File: src/design/jsu_pkg.sv
package jsu_pkg;

  localparam int CharW = 21;
  localparam int HexW  = 16;
  localparam int ModeW = 3;

  // decode_mode codes; codes above HEX3 fall back to normal
  localparam logic [ModeW-1:0] MODE_NORMAL = 3'd0;
  localparam logic [ModeW-1:0] MODE_ESCAPE = 3'd1;
  localparam logic [ModeW-1:0] MODE_HEX0   = 3'd2;
  localparam logic [ModeW-1:0] MODE_HEX1   = 3'd3;
  localparam logic [ModeW-1:0] MODE_HEX2   = 3'd4;
  localparam logic [ModeW-1:0] MODE_HEX3   = 3'd5;

  localparam logic [CharW-1:0] CH_QUOTE  = 21'h00_0022;
  localparam logic [CharW-1:0] CH_BSLASH = 21'h00_005C;
  localparam logic [CharW-1:0] CH_SLASH  = 21'h00_002F;
  localparam logic [CharW-1:0] CH_B      = 21'h00_0062;
  localparam logic [CharW-1:0] CH_F      = 21'h00_0066;
  localparam logic [CharW-1:0] CH_N      = 21'h00_006E;
  localparam logic [CharW-1:0] CH_R      = 21'h00_0072;
  localparam logic [CharW-1:0] CH_T      = 21'h00_0074;
  localparam logic [CharW-1:0] CH_U      = 21'h00_0075;

  localparam logic [CharW-1:0] CTL_BS  = 21'h00_0008;
  localparam logic [CharW-1:0] CTL_FF  = 21'h00_000C;
  localparam logic [CharW-1:0] CTL_LF  = 21'h00_000A;
  localparam logic [CharW-1:0] CTL_CR  = 21'h00_000D;
  localparam logic [CharW-1:0] CTL_TAB = 21'h00_0009;

  typedef struct packed {
    logic             emit;
    logic             has_char;
    logic             eos;
    logic [CharW-1:0] ch;
  } dec_res_t;

endpackage

File: src/design/jsu_decoder.sv
module jsu_decoder (
  input  logic                     clk,
  input  logic                     rst,
  input  logic                     fire,
  input  logic [jsu_pkg::CharW-1:0] cp,
  input  logic                     last,
  output jsu_pkg::dec_res_t        res
);

  logic [jsu_pkg::ModeW-1:0] mode, mode_next;
  logic [jsu_pkg::HexW-1:0]  hex_value, hex_value_next;
  logic                      hex_stopped, hex_stopped_next;

  // {is_hex, digit}
  function automatic logic [4:0] hex_digit(input logic [jsu_pkg::CharW-1:0] c);
    logic [4:0] r;
    r = 5'd0;
    if (c >= 21'h30 && c <= 21'h39) r = {1'b1, c[3:0]};
    else if ((c >= 21'h61 && c <= 21'h66) || (c >= 21'h41 && c <= 21'h46))
      r = {1'b1, 4'(c[3:0] + 4'd9)};
    return r;
  endfunction

  always_comb begin
    logic [4:0]              d;
    logic [jsu_pkg::HexW-1:0] hv;
    d                = hex_digit(cp);
    hv               = hex_value;
    mode_next        = jsu_pkg::MODE_NORMAL;
    hex_value_next   = hex_value;
    hex_stopped_next = hex_stopped;
    res.has_char     = 1'b0;
    res.ch           = '0;
    unique case (mode) inside
      jsu_pkg::MODE_ESCAPE: begin
        case (cp) inside
          jsu_pkg::CH_QUOTE, jsu_pkg::CH_BSLASH, jsu_pkg::CH_SLASH: begin
            res.ch = cp; res.has_char = 1'b1;
          end
          jsu_pkg::CH_B: begin res.ch = jsu_pkg::CTL_BS;  res.has_char = 1'b1; end
          jsu_pkg::CH_F: begin res.ch = jsu_pkg::CTL_FF;  res.has_char = 1'b1; end
          jsu_pkg::CH_N: begin res.ch = jsu_pkg::CTL_LF;  res.has_char = 1'b1; end
          jsu_pkg::CH_R: begin res.ch = jsu_pkg::CTL_CR;  res.has_char = 1'b1; end
          jsu_pkg::CH_T: begin res.ch = jsu_pkg::CTL_TAB; res.has_char = 1'b1; end
          jsu_pkg::CH_U: begin
            mode_next        = jsu_pkg::MODE_HEX0;
            hex_value_next   = '0;
            hex_stopped_next = 1'b0;
          end
          default: ;
        endcase
      end
      jsu_pkg::MODE_HEX0, jsu_pkg::MODE_HEX1, jsu_pkg::MODE_HEX2,
      jsu_pkg::MODE_HEX3: begin
        // digits stop at the first non-hex character, rest are swallowed
        if (!hex_stopped) begin
          if (!d[4]) hex_stopped_next = 1'b1;
          else       hv = {hex_value[jsu_pkg::HexW-5:0], d[3:0]};
        end
        hex_value_next = hv;
        if (mode == jsu_pkg::MODE_HEX3) begin
          res.ch           = jsu_pkg::CharW'(hv);
          res.has_char     = 1'b1;
          hex_value_next   = '0;
          hex_stopped_next = 1'b0;
        end else begin
          mode_next = 3'(mode + 3'd1);
        end
      end
      default: begin
        if (cp == jsu_pkg::CH_BSLASH) begin
          mode_next = jsu_pkg::MODE_ESCAPE;
        end else begin
          res.ch = cp; res.has_char = 1'b1;
        end
      end
    endcase
    if (last) begin
      mode_next        = jsu_pkg::MODE_NORMAL;
      hex_value_next   = '0;
      hex_stopped_next = 1'b0;
    end
    res.eos  = last;
    res.emit = res.has_char | last;
  end

  always_ff @(posedge clk) begin
    if (rst) begin
      mode        <= jsu_pkg::MODE_NORMAL;
      hex_value   <= '0;
      hex_stopped <= 1'b0;
    end else if (fire) begin
      mode        <= mode_next;
      hex_value   <= hex_value_next;
      hex_stopped <= hex_stopped_next;
    end
  end

endmodule

File: src/design/json_string_unescape.sv
// JSON string body unescape.
// Input channel (in_valid/in_ready): one code point of the string body per
// beat, without the enclosing quotes, with is_last on the final character.
// Output channel (out_valid/out_ready): out_char with has_char, and
// end_of_string on the beat caused by the last input character. A beat
// comes out only for a decoded character or for the last character; a
// backslash, an unknown escape letter and the four \u digits but the
// last one produce nothing. \u values come out as 16-bit codes.
// An accepted character goes through the input register, then the decode, then the result register.
// Throughput: one character per cycle while the receiver does not stall; the decode from the input register
// to the result register is a single pass of small compare/select logic.
// Reset clears both registers' valid flags and puts the decoder back in
// normal mode. When the receiver stalls, the result register holds its beat
// while the input register keeps taking characters that produce no output;
// in_ready drops only once a character that needs the output slot waits.
module json_string_unescape (
  input  logic                      clk,
  input  logic                      rst,
  input  logic                      in_valid,
  output logic                      in_ready,
  input  logic [jsu_pkg::CharW-1:0] code_point,
  input  logic                      is_last,
  output logic                      out_valid,
  input  logic                      out_ready,
  output logic [jsu_pkg::CharW-1:0] out_char,
  output logic                      has_char,
  output logic                      end_of_string
);

  logic                      s1_valid;
  logic [jsu_pkg::CharW-1:0] s1_cp;
  logic                      s1_last;
  jsu_pkg::dec_res_t         res;
  logic                      out_free, s1_go;

  assign out_free = !out_valid || out_ready;
  assign s1_go    = s1_valid && (!res.emit || out_free);
  assign in_ready = !s1_valid || s1_go;

  jsu_decoder u_dec (
    .clk  (clk),
    .rst  (rst),
    .fire (s1_go),
    .cp   (s1_cp),
    .last (s1_last),
    .res  (res)
  );

  always_ff @(posedge clk) begin
    if (rst) begin
      s1_valid <= 1'b0;
    end else if (in_ready) begin
      s1_valid <= in_valid;
    end
  end

  always_ff @(posedge clk) begin
    if (in_ready && in_valid) begin
      s1_cp   <= code_point;
      s1_last <= is_last;
    end
  end

  always_ff @(posedge clk) begin
    if (rst) begin
      out_valid <= 1'b0;
    end else if (out_free) begin
      out_valid <= s1_go && res.emit;
    end
  end

  always_ff @(posedge clk) begin
    if (out_free && s1_go && res.emit) begin
      out_char      <= res.ch;
      has_char      <= res.has_char;
      end_of_string <= res.eos;
    end
  end

endmodule
File: config.mk
export PLATFORM = sky130hd
export DESIGN_NAME = json_string_unescape
export DESIGN_NICKNAME = d
export VERILOG_FILES = /design/src/design/jsu_pkg.sv /design/src/design/jsu_decoder.sv /design/src/design/json_string_unescape.sv
export SDC_FILE = /design/constraint.sdc
export NUM_CORES = 1
export LEC_CHECK = 0
export BUFFER_PORTS_ARGS = -buffer_cell sky130_fd_sc_hd__buf_4
export CORE_ASPECT_RATIO = 1.4
export CORE_MARGIN = 1
export CORE_UTILIZATION = 61
export CTS_CLUSTER_DIAMETER = 150
export DETAILED_ROUTE_END_ITERATION = 12
export PLACE_DENSITY = 0.86
export SYNTH_ARGS = -nofsm -noshare
export SYNTH_HDL_FRONTEND = slang
export SYNTH_SLANG_ARGS = --single-unit
File: constraint.sdc
create_clock -name clk -period 7.55 [get_ports clk]
set_input_delay 1.51 -clock clk [delete_from_list [all_inputs] [get_ports clk]]
set_output_delay 1.51 -clock clk [all_outputs]
set_load 0.02 [all_outputs]
==> impl_metrics.env, run 1 <==
export IMPL_outcome="finished clean"
export IMPL_slew_headroom=0.316
export IMPL_final_common_cell="buf_4"
export IMPL_setup_viol=0
export IMPL_viasPerCell=5.90
export IMPL_synth_seq_cells=67
export IMPL_die_h_um=88.3
export IMPL_total_power_mw=0.726
export IMPL_cts_sinks=67
export IMPL_antenna_found_initial=0
export IMPL_crit_chain="inv_1, ha_1, nor3b_1, a31oi_1, o311a_1, a21boi_0, o22a_1, o2111ai_1, buf_4"
export IMPL_dieArea_mm2=0.00561
export IMPL_core_area_mm2=0.00516
export IMPL_wl_per_cell_um=17.3
export IMPL_worst_pin_slew_ns=1.03
export IMPL_slew_viol_final=0
export IMPL_hold_buffers=0
export IMPL_htreeDepth=3
export IMPL_gp_congestion=0.911
export IMPL_routed_via_count=2432
export IMPL_area_growth_pct=16.8
export IMPL_p_seq_frac=0.576
export IMPL_nets=372
export IMPL_finalHoldViolCount=0
export IMPL_syn_nets=326
export IMPL_path_clk_slew_ns=0.07
export IMPL_cap_violations=0
export IMPL_combPwrFrac=0.081
export IMPL_syn_cell_area_mm2=0.00324
export IMPL_register_area_mm2=0.00179
export IMPL_fillers=419
export IMPL_critical_path_class="flip-flop to output pin"
export IMPL_endpoint_kind="output pin"
export IMPL_swShare=0.240
export IMPL_dp_hpwl_um=5180
export IMPL_start_util=0.628
export IMPL_p_leak_nw=1.50
export IMPL_cts_buffer_depth=2
export IMPL_period_minus_slack_ns=4.45
export IMPL_fmax_mhz=225
export IMPL_setup_tns_ns=0
export IMPL_hold_path_class="flip-flop to flip-flop"
export IMPL_grt_pass1_vias=2343
export IMPL_critPathSlowestCell="edfxtp_1"
export IMPL_multi_input_area_mm2=0.00130
export IMPL_ys_async_sr_fraction=0
export IMPL_grt_pass1_wl_um=11000
export IMPL_synthDistinctLibCells=57
export IMPL_cts_resized_gates=0
export IMPL_crit_required_ns=6.04
export IMPL_fin_crit_sh=0.589
export IMPL_internal_power_mw=0.552
export IMPL_start_kind="flip-flop"
export IMPL_ys_flop_type="edfxtp_1"
export IMPL_p_sw_mw=0.174
export IMPL_grt_ovfl_total=0
export IMPL_grt_use_total=0.267
export IMPL_yosys_warnings=0
export IMPL_die_width_um=63.6
export IMPL_slowest_delay_ns=0.54
export IMPL_route_antenna_remaining_nets=0
export IMPL_post_cts_repair_setup_buffers=0
export IMPL_yosysSeqAreaShare=0.553
export IMPL_cp_arrival_ns=2.94
export IMPL_drive_gt1_frac=0.231
export IMPL_synth_edf_count=45
export IMPL_drt_wl_total_um=7130
export IMPL_port_buffers=50
export IMPL_power_density_mw_per_mm2=192
export IMPL_drtPass1Iterations=5
export IMPL_postSynthCellCount=295
export IMPL_synth_avg_cell_area_um2=11.0
export IMPL_drtIter0Drc=187
export IMPL_worst_path_max_fanout=11
export IMPL_cts_tree="built"
export IMPL_ir_drop_v=0.000152
export IMPL_pwr_share_clk=0.342
export IMPL_grt_start_max_net_pins=24
export IMPL_skew_ns=0.00872
export IMPL_rows=31
export IMPL_num_io_pins=51
export IMPL_clock_latency_ns=0.34
export IMPL_post_place_cells=396
export IMPL_cts_buffers=9
export IMPL_cts_root_buffer="clkbuf_8"
export IMPL_diodes=0
export IMPL_final_cell_mix="53 x buf_4, 45 x edfxtp_1, 36 x nand2_1, 22 x dfxtp_1, 21 x o21ai_0"
export IMPL_drcViolationCount=0
export IMPL_final_cells=412
export IMPL_rsz0062_at_grt="no"
## area by class of cell
cell class	count	area share
Sequential cell	67	0.473
Multi-Input combinational cell	196	0.343
Timing Repair Buffer	53	0.105
Clock buffer	11	0.0347
Tap cell	66	0.0218
Inverter	14	0.0139
Clock inverter	5	0.00793
## per-layer routing
metal | GRT usage | up-vias | wire (µm)
met5 | 0 | - | 0
met4 | 0.136 | 0 | 251
met3 | 0.0580 | 19 | 286
met2 | 0.489 | 75 | 3860
met1 | 0.288 | 1151 | 2730
li1 | - | 1187 | -
## power groups by stage
stage               Combinational, mW  Clock (mW)  Sequential [mW]
floorplan                      0.0286           0            0.428
finish                         0.0590       0.248            0.418
detailed placement             0.0589           0            0.426
global route                   0.0633       0.268            0.420
global placement               0.0573           0            0.425
CTS                            0.0591       0.253            0.418
## cell families (layout without fill, tap and decap cells)
family | count (synthesis) | in the layout | share of synthesized area
compound gates | 82 | 82 | 0.179
xor+xnor | 3 | 3 | 0.00811
fa+ha+maj | 5 | 5 | 0.0193
buf+inv | 32 | 83 | 0.0490
flops | 67 | 67 | 0.553
mux | 15 | 15 | 0.0471
simple gates | 91 | 91 | 0.144
## critical path, delay by kind of cell (launching register included)
family | cells | cell delay, ns
buffers and inverters | 2 | 0.35
DFF | 1 | 0.54
and+or+nand+nor | 1 | 0.28
adders and majority gates | 1 | 0.23
AOI/OAI and AO/OA | 5 | 1.20
## through the flow
stage	util	cell area, µm²	setup WS (ns)	hold WS (ns)
floorplan	-	3240	3.74	0.442
global placement	0.702	3620	3.68	0.446
detailed placement	0.702	3620	3.50	0.474
CTS	0.734	3780	3.11	0.489
global route	0.734	3780	2.93	0.512
finish	0.734	3780	3.10	0.495
## cell usage after synthesis (all sizes together) (3+ instances only)
cell type	count	area (µm²)
or3	5	36.3
a21oi	17	88.8
inv	14	52.6
dfxtp	22	440
o221ai	3	26.3
mux2i	13	130
a22o	14	123
and3b	3	26.3
nand2	36	135
and2	7	46.3
edfxtp	45	1350
nand4	3	18.8
ha	5	62.6
clkbuf	11	41.3
xnor2	3	26.3
buf	7	65.1
nor2	18	67.6
o21ai	23	115
or3b	3	26.3
## path summary, 6_finish.rpt
| path | cells after the start | startpoint | end | slack [ns] |
|---|---|---|---|---|
| setup / recovery | 9 | s1_cp[0] | in_ready | 3.10 |
| hold / removal | 1 | u_dec.hex_value[13] | u_dec.hex_value[13] | 0.50 |
| setup reg to reg | 9 | s1_cp[0] | s1_cp[2] | 4.04 |
| hold reg to reg | 1 | u_dec.hex_value[13] | u_dec.hex_value[13] | 0.50 |
## sequential cells by signal, indices dropped and copies added (netlist names)
name and flops:
has_char 1, u_dec.hex_stopped 1, s1_last 1, out_valid 1, out_char 21, u_dec.mode 3, s1_valid 1, s1_cp 21
u_dec.hex_value 16, end_of_string 1
No activity file was read; power rests on OpenSTA's default activity.
==> inputs of run 2 (changes only) <==
--- a/config.mk
+++ b/config.mk
@@ -8,10 +8,10 @@
 export BUFFER_PORTS_ARGS = -buffer_cell sky130_fd_sc_hd__buf_4
 export CORE_ASPECT_RATIO = 1.4
 export CORE_MARGIN = 1
-export CORE_UTILIZATION = 61
+export CORE_UTILIZATION = 56
 export CTS_CLUSTER_DIAMETER = 150
 export DETAILED_ROUTE_END_ITERATION = 12
-export PLACE_DENSITY = 0.86
+export PLACE_DENSITY = 0.8
 export SYNTH_ARGS = -nofsm -noshare
 export SYNTH_HDL_FRONTEND = slang
 export SYNTH_SLANG_ARGS = --single-unit
==> constraint.sdc (replaced) <==
create_clock -name clk -period 4.35 [get_ports clk]
set_input_delay 0.87 -clock clk [delete_from_list [all_inputs] [get_ports clk]]
set_output_delay 0.87 -clock clk [all_outputs]
set_load 0.02 [all_outputs]
==> impl_metrics.env, run 2 (synthesized netlist as in run 1, its figures left out) <==
export IMPL_cts_root_buffer="clkbuf_8"
export IMPL_wl_met3_um=447
export IMPL_finalInstanceArea_mm2=0.00391
export IMPL_path_clk_slew_ns=0.08
export IMPL_final_common_cell="buf_4"
export IMPL_core_area_mm2=0.00553
export IMPL_dieArea_mm2=0.00610
export IMPL_drive_gt1_frac=0.241
export IMPL_fin_hold_ws_ns=0.476
export IMPL_cts_buffer_depth=2
export IMPL_p_leak_nw=1.56
export IMPL_wl_met2_um=3760
export IMPL_crit_required_ns=3.48
export IMPL_total_power_mw=1.53
export IMPL_cp_arrival_ns=2.93
export IMPL_drcViolationCount=0
export IMPL_drt_wl_total_um=7260
export IMPL_hold_depth=1
export IMPL_setup_viol=0
export IMPL_start_kind="flip-flop"
export IMPL_grt_use_total=0.252
export IMPL_highest_layer="met4"
export IMPL_grt_ovfl_total=0
export IMPL_grt_start_max_net_pins=24
export IMPL_r2r_setup_slack_ns=1.13
export IMPL_gp_congestion=0.869
export IMPL_skew_ns=0.0158
export IMPL_crit_chain="inv_1, ha_1, nor3b_1, a31oi_1, o311a_1, a21boi_0, o22a_1, o2111ai_1, buf_4"
export IMPL_routed_via_count=2536
export IMPL_cts_resized_gates=0
export IMPL_ir_drop_v=0.000285
export IMPL_port_buffers=50
export IMPL_start_util=0.587
export IMPL_die_h_um=92.0
export IMPL_viasPerCell=6.10
export IMPL_holdPathEnd="u_dec.hex_value[7]"
export IMPL_r2r_cells=7
export IMPL_diodes=0
export IMPL_hold_path_class="flip-flop to flip-flop"
export IMPL_num_io_pins=51
export IMPL_nets=374
export IMPL_drtIter0Drc=142
export IMPL_post_place_cells=400
export IMPL_antenna_found_initial=0
export IMPL_final_cell_mix="55 x buf_4, 45 x edfxtp_1, 36 x nand2_1, 22 x dfxtp_1, 21 x o21ai_0"
export IMPL_post_cts_repair_setup_buffers=0
export IMPL_critPathSlowestCell="edfxtp_1"
export IMPL_hold_buffers=0
export IMPL_drtPass1Iterations=8
export IMPL_reg2reg_from="s1_cp[2]"
export IMPL_fillers=398
export IMPL_die_width_um=66.3
export IMPL_top_regs="out_char: 21 flops, s1_cp: 21 flops, u_dec.hex_value: 16 flops"
export IMPL_period_minus_slack_ns=3.80
export IMPL_drt_met1_wl_um=2770
export IMPL_slew_viol_final=0
export IMPL_rows=32
export IMPL_clock_latency_ns=0.36
export IMPL_fin_crit_sh=0.874
export IMPL_worst_pin_slew_ns=0.758
export IMPL_slew_headroom=0.495
export IMPL_route_antenna_remaining_nets=0
export IMPL_grt_pass1_vias=2335
export IMPL_finalHoldViolCount=0
export IMPL_cts_buffers=9
export IMPL_cts_tree="built"
export IMPL_outcome="finished clean"
export IMPL_dpl_cell_area_mm2=0.00364
export IMPL_grt_pass1_wl_um=11100
export IMPL_final_cells=416
export IMPL_endpoint_kind="output pin"
export IMPL_area_growth_pct=20.6
export IMPL_cts_sinks=67
export IMPL_cap_violations=0
export IMPL_critical_path_class="flip-flop to output pin"
export IMPL_worst_path_max_fanout=11
export IMPL_wl_per_cell_um=17.4
export IMPL_power_density_mw_per_mm2=392
export IMPL_fmax_mhz=263
export IMPL_setup_tns_ns=0
export IMPL_rsz0062_at_grt="no"
export IMPL_dp_hpwl_um=4900
export IMPL_rr_endpoint="out_char[0]"
export IMPL_slowest_delay_ns=0.55
export IMPL_hp_start="u_dec.hex_value[3]"
export IMPL_htreeDepth=3
==> run 2: layer usage <==
metal  global-route usage  up-vias
met2                0.429      112
met1                0.280     1212
met3               0.0609       19
met5                    0        -
met4                0.140        0
li1                     -     1193
==> run 2: how the worst max path moves through the flow <==
| stage | end | slack (ns) | start |
|---|---|---|---|
| floorplan | end_of_string | 0.69 | s1_cp[0] |
| global route | in_ready | 0.35 | s1_cp[0] |
| CTS | in_ready | 0.59 | s1_cp[0] |
| global placement | in_ready | 1.13 | s1_cp[0] |
| finish | in_ready | 0.55 | s1_cp[0] |
| detailed placement | in_ready | 0.98 | s1_cp[0] |
==> run 2: through the flow <==
step	setup slack, ns	util
after floorplan	0.687	-
after global placement	1.13	0.659
after detailed placement	0.981	0.659
after CTS	0.586	0.708
after global routing	0.353	0.708
final	0.547	0.708
==> run 2: cell type report <==
class	count	area, µm²	area share
clock inverters	7	146	0.0374
repair buffers	55	413	0.106
inverters	14	52.6	0.0134
well taps	68	85.1	0.0218
clock buffers	9	124	0.0317
multi-input cells	196	1300	0.332
flip-flops and latches	67	1790	0.458
==> run 2: power by group <==
part	internal (mW)	total [mW]	switching (mW)
Clock	0.444	0.705	0.261
Sequential	0.706	0.726	0.0195
Combinational	0.0466	0.101	0.0547
Total	1.20	1.53	0.336
==> run 2: worst max-delay path: cells and delay by family (launching register included) <==
family,cells,cell delay (ns)
and+or+nand+nor,1,0.25
buffers and inverters,2,0.35
DFF,1,0.55
adders and majority gates,1,0.24
AOI/OAI and AO/OA,5,1.20
==> inputs of run 3 (changes only) <==
--- a/config.mk
+++ b/config.mk
@@ -9,6 +9,7 @@
 export CORE_ASPECT_RATIO = 1.4
 export CORE_MARGIN = 1
 export CORE_UTILIZATION = 56
+export CTS_BUF_LIST = sky130_fd_sc_hd__clkbuf_16
 export CTS_CLUSTER_DIAMETER = 150
 export DETAILED_ROUTE_END_ITERATION = 12
 export PLACE_DENSITY = 0.8
==> impl_metrics.env, run 3 (synthesized netlist as in run 1, its figures left out) <==
export IMPL_grt_use_met1=0.284
export IMPL_worst_path_max_fanout=11
export IMPL_cp_arrival_ns=2.90
export IMPL_worst_pin_slew_ns=0.748
export IMPL_startpoint="s1_cp[0]"
export IMPL_htreeDepth=3
export IMPL_drtPass1Iterations=5
export IMPL_die_h_um=92.0
export IMPL_rr_endpoint="out_char[0]"
export IMPL_path_clk_slew_ns=0.06
export IMPL_fin_crit_sh=0.866
export IMPL_routed_via_count=2562
export IMPL_critPathSlowestCell="edfxtp_1"
export IMPL_slowest_delay_ns=0.54
export IMPL_grt_pass1_vias=2414
export IMPL_power_density_mw_per_mm2=433
export IMPL_grt_ovfl_total=0
export IMPL_wl_per_cell_um=17.8
export IMPL_finalHoldViolCount=0
export IMPL_antenna_found_initial=0
export IMPL_grt_busiest_layer="met2"
export IMPL_gr_usage_met3=0.0734
export IMPL_cts_root_buffer="clkbuf_16"
export IMPL_cts_buffers=9
export IMPL_hold_buffers=0
export IMPL_rows=32
export IMPL_core_area_mm2=0.00553
export IMPL_diodes=0
export IMPL_reg2reg_from="s1_cp[1]"
export IMPL_top_regs="out_char: 21 flops, s1_cp: 21 flops, u_dec.hex_value: 16 flops"
export IMPL_clock_latency_ns=0.33
export IMPL_period_minus_slack_ns=3.77
export IMPL_post_cts_repair_setup_buffers=0
export IMPL_p_leak_nw=1.61
export IMPL_r2r_setup_slack_ns=1.01
export IMPL_grt_use_total=0.260
export IMPL_cts_sinks=67
export IMPL_rsz0062_at_grt="no"
export IMPL_critical_path_class="flip-flop to output pin"
export IMPL_r2r_cells=8
export IMPL_final_common_cell="buf_4"
export IMPL_drt_wl_total_um=7390
export IMPL_die_width_um=66.3
export IMPL_slew_viol_final=0
export IMPL_port_buffers=50
export IMPL_nets=374
export IMPL_cts_resized_gates=0
export IMPL_dieArea_mm2=0.00610
export IMPL_area_growth_pct=23.8
export IMPL_drive_gt1_frac=0.241
export IMPL_start_util=0.587
export IMPL_fin_ws_ns=0.582
export IMPL_drcViolationCount=0
export IMPL_gr_usage_met2=0.437
export IMPL_holdPathEnd="u_dec.hex_value[7]"
export IMPL_cts_buffer_depth=2
export IMPL_setup_tns_ns=0
export IMPL_viasPerCell=6.16
export IMPL_skew_ns=0.00638
export IMPL_post_place_ws_ns=0.981
export IMPL_hp_start="u_dec.hex_value[3]"
export IMPL_gp_congestion=0.869
export IMPL_cts_tree="built"
export IMPL_hold_path_class="flip-flop to flip-flop"
export IMPL_crit_required_ns=3.48
export IMPL_final_core_util=0.726
export IMPL_ir_drop_v=0.000287
export IMPL_outcome="finished clean"
export IMPL_slew_headroom=0.502
export IMPL_fmax_mhz=265
export IMPL_start_kind="flip-flop"
export IMPL_grt_pass1_wl_um=11400
export IMPL_endpoint_kind="output pin"
export IMPL_dp_hpwl_um=4900
export IMPL_route_antenna_remaining_nets=0
export IMPL_grt_start_max_net_pins=24
export IMPL_cap_violations=0
export IMPL_cp_num_buf_inv=2
export IMPL_final_cell_mix="55 x buf_4, 45 x edfxtp_1, 36 x nand2_1, 22 x dfxtp_1, 21 x o21ai_0"
export IMPL_crit_chain="inv_1, ha_1, nor3b_1, a31oi_1, o311a_1, a21boi_0, o22a_1, o2111ai_1, buf_4"
export IMPL_crit_family="compound AO/OA/AOI/OAI gates"
export IMPL_setup_viol=0
export IMPL_hold_depth=1
export IMPL_num_io_pins=51
export IMPL_drtIter0Drc=183
run 3: cell count changes in the layout (fill, tap and decap cells not counted):
cell,before,now
clkbuf_8,9,0
clkbuf_16,0,9
run 3: area by class of cell:
class,count,area (µm²)
timing repair buffer,55,413
multi-input combinational,196,1300
tap,68,85.1
sequential,67,1790
clock inverter,7,146
inverter,14,52.6
fill,379,1510
clock buffer,9,225
run 3: stage by stage:
stage,instances,area (µm²),hold WS [ns],total power [mW]
3_3_place_gp,400,3640,0.449,0.837
2_1_floorplan,295,3240,0.442,0.793
3_5_place_dp,400,3640,0.461,0.840
5_1_grt,416,4010,0.485,1.78
6_report,416,4010,0.466,1.74
4_1_cts,416,4010,0.475,1.74
run 3: how the worst max path moves through the flow:
stage                         end  slack (ns)  cells after the start
floorplan           end_of_string        0.69                     10
global placement         in_ready        1.13                      9
detailed placement       in_ready        0.98                      9
CTS                      in_ready        0.61                      9
global route             in_ready        0.38                      9
finish                   in_ready        0.58                      9
run 3: where the power goes:
group | leakage [nW] | switching (mW) | internal [mW]
Clock | 0.181 | 0.286 | 0.623
Sequential | 0.605 | 0.0194 | 0.707
Combinational | 0.821 | 0.0561 | 0.0467
Total | 1.61 | 0.361 | 1.38
run 3: routing by layer:
metal | part of all wire | vias to the layer above
li1 | - | 1193
met1 | 0.39 | 1242
met2 | 0.52 | 101
met3 | 0.052 | 26
met4 | 0.045 | 0
met5 | 0 | -
run 3: worst register-to-register path, stage by stage (launching register included):
cell	delay (ns)
edfxtp_1	0.54
inv_1	0.14
ha_1	0.26
o311ai_1	0.52
o31ai_1	0.18
a21oi_2	0.62
buf_4	0.33
mux2i_1	0.29
o221ai_1	0.18
